File: src/tts_pkg.sv
// Package: fixed-point constants and arithmetic helpers for the tridiagonal solver.
package tts_pkg;

  localparam int MaxPoints = 64;
  localparam int FracBits  = 16;
  localparam int IdxW      = $clog2(MaxPoints);
  localparam int CntW      = IdxW + 1;
  localparam int DataW     = 32;

  typedef logic signed [DataW-1:0] word_t;

  typedef enum logic {
    CFG_LEFT_COUPLING  = 1'b0,
    CFG_RIGHT_COUPLING = 1'b1
  } cfg_reg_t;

  localparam logic signed [DataW-1:0] WordMax = {1'b0, {(DataW-1){1'b1}}};
  localparam logic signed [DataW-1:0] WordMin = {1'b1, {(DataW-1){1'b0}}};

  // floor(product / 2^FracBits), arithmetic shift is floor
  function automatic logic signed [2*DataW-1:0] scale_prod(logic signed [2*DataW-1:0] p);
    scale_prod = p >>> FracBits;
  endfunction

  function automatic logic sat_hit(logic signed [2*DataW+1:0] v);
    sat_hit = (v > 66'(signed'(WordMax))) || (v < 66'(signed'(WordMin)));
  endfunction

  function automatic word_t sat_word(logic signed [2*DataW+1:0] v);
    if (v > 66'(signed'(WordMax))) begin
      sat_word = WordMax;
    end else if (v < 66'(signed'(WordMin))) begin
      sat_word = WordMin;
    end else begin
      sat_word = v[DataW-1:0];
    end
  endfunction

endpackage

File: src/tts_div.sv
// Iterative signed Q-format divider: (num << FracBits) / den, truncated, saturated.
module tts_div (
  input  logic           clk,
  input  logic           rst_n,
  input  logic           start,
  input  tts_pkg::word_t num,
  input  tts_pkg::word_t den,
  output logic           done,
  output tts_pkg::word_t quo,
  output logic           err
);
  localparam int NW = tts_pkg::DataW + tts_pkg::FracBits;
  localparam int StepW = $clog2(NW + 1);

  logic [NW-1:0]          rem_num_r;
  logic [tts_pkg::DataW:0] rem_r;
  logic [tts_pkg::DataW-1:0] dabs_r;
  logic [NW-1:0]          q_r;
  logic                   neg_r;
  logic                   busy_r;
  logic [StepW-1:0]       step_r;
  logic [tts_pkg::DataW:0] sh;
  logic [tts_pkg::DataW:0] diff;
  logic signed [2*tts_pkg::DataW+1:0] sq;
  logic [tts_pkg::DataW-1:0] nmag;
  logic [NW-1:0]          nabs;

  assign sh   = {rem_r[tts_pkg::DataW-1:0], rem_num_r[NW-1]};
  assign diff = sh - {1'b0, dabs_r};
  assign nmag = num[tts_pkg::DataW-1] ? -num : num;
  assign nabs = {nmag, {tts_pkg::FracBits{1'b0}}};

  always_comb begin
    sq = neg_r ? -(66'(q_r)) : 66'(q_r);
  end

  always_ff @(posedge clk) begin
    if (!rst_n) begin
      busy_r <= 1'b0;
      done   <= 1'b0;
    end else begin
      done <= 1'b0;
      if (start) begin
        if (den == '0) begin
          done <= 1'b1;
          quo  <= '0;
          err  <= 1'b1;
        end else begin
          busy_r    <= 1'b1;
          step_r    <= '0;
          rem_num_r <= nabs;
          rem_r     <= '0;
          q_r       <= '0;
          dabs_r    <= den[tts_pkg::DataW-1] ? -den : den;
          neg_r     <= num[tts_pkg::DataW-1] ^ den[tts_pkg::DataW-1];
        end
      end else if (busy_r) begin
        if (step_r == StepW'(NW)) begin
          busy_r <= 1'b0;
          done   <= 1'b1;
          quo    <= tts_pkg::sat_word(sq);
          err    <= tts_pkg::sat_hit(sq);
        end else begin
          step_r    <= step_r + 1'b1;
          rem_num_r <= rem_num_r << 1;
          if (!diff[tts_pkg::DataW]) begin
            rem_r <= diff;
            q_r   <= {q_r[NW-2:0], 1'b1};
          end else begin
            rem_r <= sh;
            q_r   <= {q_r[NW-2:0], 1'b0};
          end
        end
      end
    end
  end
endmodule

File: config.mk
export PLATFORM = sky130hd
export DESIGN_NAME = tts_div
export DESIGN_NICKNAME = d
export VERILOG_FILES = /design/src/tts_pkg.sv /design/src/tts_div.sv
export SDC_FILE = /design/constraint.sdc
export NUM_CORES = 1
export LEC_CHECK = 0
export BUFFER_PORTS_ARGS = -buffer_cell sky130_fd_sc_hd__buf_2
export CAP_MARGIN = 40
export CORE_ASPECT_RATIO = 0.8
export CORE_UTILIZATION = 55
export CTS_CLUSTER_DIAMETER = 100
export DETAILED_ROUTE_END_ITERATION = 8
export PLACE_DENSITY = 0.83
export SLEW_MARGIN = 20
export SYNTH_ARGS = -nofsm -noshare
export SYNTH_HDL_FRONTEND = slang
export SYNTH_SLANG_ARGS = --single-unit
export TNS_END_PERCENT = 5
File: constraint.sdc
create_clock -name clk -period 9.9 [get_ports clk]
set_input_delay 0.495 -clock clk [delete_from_list [all_inputs] [get_ports clk]]
set_output_delay 0.495 -clock clk [all_outputs]
set_load 0.01 [all_outputs]
==> flow_metrics.py <==
metrics = {
    "run_status": {
        "status": "complete, but fails checks",
        "violations": "design-rule violations",
    },
    "timing": {
        "finalCriticalPeriod_ps": 4270,
        "fmax_mhz": 234,
        "fin_crit_sh": 0.431,
        "clock_skew_ps": 14.3,
        "slew_viol_final": 0,
        "timing.slew.headroom": 0.425,
        "setup-violations-final": 0,
        "rsz0062_at_grt": "no",
        "fin_setup_tns_ps": 0,
        "worst_slack_ps": 5630,
        "worst_pin_slew_ps": 855,
        "hold_violations": 0,
    },
    "clocking": {
        "htreeDepth": 4,
        "cts_tree": "built",
        "root_buffer": "clkbuf_16",
        "clkLatencyLatePin_ps": 440,
        "clock-sinks": 186,
        "cts_hold_buf": 0,
        "postCtsSetupBuffers": 0,
        "clk_pin_slew_ps": 80,
        "cts-resized-gates": 0,
        "cts_buffers": 17,
        "clockBufferDepth": 2,
    },
    "synth": {
        "synth_nets": 1253,
        "synth-simple-area-share": 0.185,
        "synth-seq-cells": 186,
        "synthTopCellsByArea": "edfxtp_1 46%, xor2_1 4.6%, xnor2_1 4.1%, ha_1 3.9%, nor2_1 3.3%",
        "synth_edf_count": 184,
        "synthArstFlopShare": 0,
        "ys_dominant_reg_cell": "edfxtp_1",
        "synth.distinct_cells": 71,
        "yosys.area.top_type": "edfxtp_1",
        "syn_area_mm2": 0.0119,
        "synthXorXnorAreaFrac": 0.0869,
        "synth_fa_ha_area_frac": 0.0406,
        "synth_cells": 1148,
        "synth_warnings": 0,
        "yosysMostFrequentCell": "edfxtp_1",
        "synth_top_family_by_area": "simple AND/OR/NAND/NOR gates",
        "synth.area.mux_share": 0.0215,
        "synth_top_cell_area_share": 0.465,
        "ys_top_cells_by_count": "184 x edfxtp_1, 103 x nor2_1, 64 x a21oi_1",
        "ys_seq_area_frac": 0.468,
        "syn_avg_cell_area_um2": 10.4,
        "synth_compound_area_frac": 0.162,
    },
    "cells_and_area": {
        "area_delta_synth_final_pct": 11.5,
        "fin_cells": 1512,
        "num_antenna_cells": 0,
        "finish.net_count": 1335,
        "final_util": 0.633,
        "drive_gt1_frac": 0.167,
    },
    "setup_path": {
        "path_cells": "nor4_1 -> nand4_1 -> o41a_1 -> nor4_2 -> nand4b_1 -> o21ai_4 -> buf_16 -> a21oi_2",
        "critPathKind": "reg2reg",
        "cpMaxStageDelayCell": "nand4_1",
        "arrival_ps": 4440,
        "worstReg2RegEnd": "quo[22]",
        "reg2reg_from": "q_r[5]",
        "crit_start": "q_r[5]",
        "start_kind": "flip-flop",
        "reg2regPathDepth": 8,
        "end_kind": "flip-flop",
        "reg2reg_setup_slack_ps": 5630,
        "cp.required_ps": 10070,
        "critPathMaxFanout": 16,
        "cpPeakStageDelay_ps": 720,
    },
    "floorplan": {
        "start_util": 0.568,
        "row_count": 47,
        "ios": 101,
        "chipWidth_um": 166,
        "core_mm2": 0.0209,
        "dieArea_mm2": 0.0222,
        "dieHeight_um": 134,
    },
    "drt": {
        "drtPass1Iterations": 7,
        "routed_via_density": 6.14,
        "drt_iter0_markers": 973,
        "drt-total-wl_mm": 26.2,
        "antenna_left": 0,
        "routedWlPerCell_um": 17.4,
        "vias": 9284,
        "drc": 5,
    },
    "power": {
        "p_comb_frac": 0.234,
        "ir_drop_v": 0.000103,
        "switching_power_uw": 669,
        "p_sw_frac": 0.310,
        "internal_power_mw": 1.49,
        "power_per_cell_area_mw_per_mm2": 163,
        "seqPwrFrac": 0.454,
        "p_leak_nw": 4.85,
        "p_total_mw": 2.16,
        "power.share.clock": 0.312,
    },
    "flow_run": {
        "drv_cap": 0,
    },
    "worst_hold_path": {
        "hold_path_end": "dabs_r[0]",
        "min_path_type": "in2reg",
        "hold_depth": 1,
        "min_from": "den[0]",
    },
    "place": {
        "placed_cells": 1478,
        "pre_cts_slack_ps": 5650,
        "numPortBuffers": 100,
        "dp_hpwl_mm": 18.2,
        "routabilityCongestion": 0.939,
    },
    "global_route": {
        "grt-ovfl-total": 0,
        "track_usage": 0.242,
        "grt_pass1_vias": 8640,
        "antenna_found_initial": 1,
        "grt_max_degree": 90,
        "grt_pass1_wl_mm": 43.2,
    },
}
power groups by stage:
stage / clock network, mW / registers (mW) / logic (mW)
final: 0.674 / 0.980 / 0.506
after global placement: 0 / 0.993 / 0.473
after floorplan: 0 / 0.984 / 0.384
after detailed placement: 0 / 0.996 / 0.494
after global routing: 0.711 / 0.986 / 0.562
after CTS: 0.684 / 0.979 / 0.502
cell families (layout without fill, tap and decap cells):
group / Yosys count / count (layout)
buffers and inverters: 100 / 195
XOR/XNOR: 118 / 118
AO/OA/AOI/OAI: 278 / 278
AND/OR/NAND/NOR: 403 / 403
adder cells (fa/ha/maj): 38 / 38
multiplexers: 25 / 25
flip-flops: 186 / 186
registers in the layout, indices dropped and copies added, names as in the netlist:
| signal | flops |
|---|---|
| busy_r | 1 |
| dabs_r | 32 |
| done | 1 |
| err | 1 |
| neg_r | 1 |
| q_r | 48 |
| quo | 32 |
| rem_num_r | 32 |
| rem_r | 32 |
| step_r | 6 |
worst max-delay path by stage:
stage | end | slack [ps] | cells past startpoint
final | quo[22] | 5630 | 8
after global routing | quo[10] | 5240 | 9
after CTS | quo[10] | 5650 | 9
after detailed placement | quo[10] | 5650 | 9
after global placement | quo[13] | 5360 | 8
after floorplan | q_r[0] | 2820 | 10
final cells by class:
| class | instances | area, µm² |
|---|---|---|
| multi-input combinational | 862 | 5930 |
| clock inverter | 14 | 153 |
| sequential | 186 | 5570 |
| tap | 269 | 337 |
| fill | 1683 | 7670 |
| timing repair buffer | 114 | 668 |
| inverter | 49 | 184 |
| clock buffer | 18 | 429 |
metrics by stage:
stage          hold WS, ps  instance area [µm²]
4_1_cts                295                13200
2_1_floorplan          495                11900
3_5_place_dp           526                12600
6_report               307                13300
3_3_place_gp           510                12600
5_1_grt                309                13300
layer usage:
metal / GRT usage / share of wire / up-vias
li1: - / - / 4491
met1: 0.351 / 0.47 / 4425
met2: 0.373 / 0.45 / 332
met3: 0.0401 / 0.067 / 34
met4: 0.0715 / 0.016 / 2
met5: 0 / 0.00050 / -
critical path, delay by kind of cell (launching register included):
kind / cells / cell delay [ps]
simple gates: 4 / 1850
compound gates: 3 / 1420
flops: 1 / 470
buf+inv: 1 / 240
cell usage in the layout (no fill, tap or decap), types with 11 or more instances in the layout:
cell         n
nor4_1      18
a21oi_2     30
o31ai_1     31
or4_1       20
xor2_1      63
clkbuf_16   17
xnor2_1     55
a21o_1      11
o41ai_1     17
a21oi_1     64
nand3_1     24
ha_1        37
nor3_1      23
nand2_1     54
o21ai_0     49
mux2i_1     21
or3_1       13
edfxtp_1   184
buf_2       99
inv_1       49
nor2_1     102
nand4_1     26
nor2b_1     56
(Power assumes the default switching activity.)
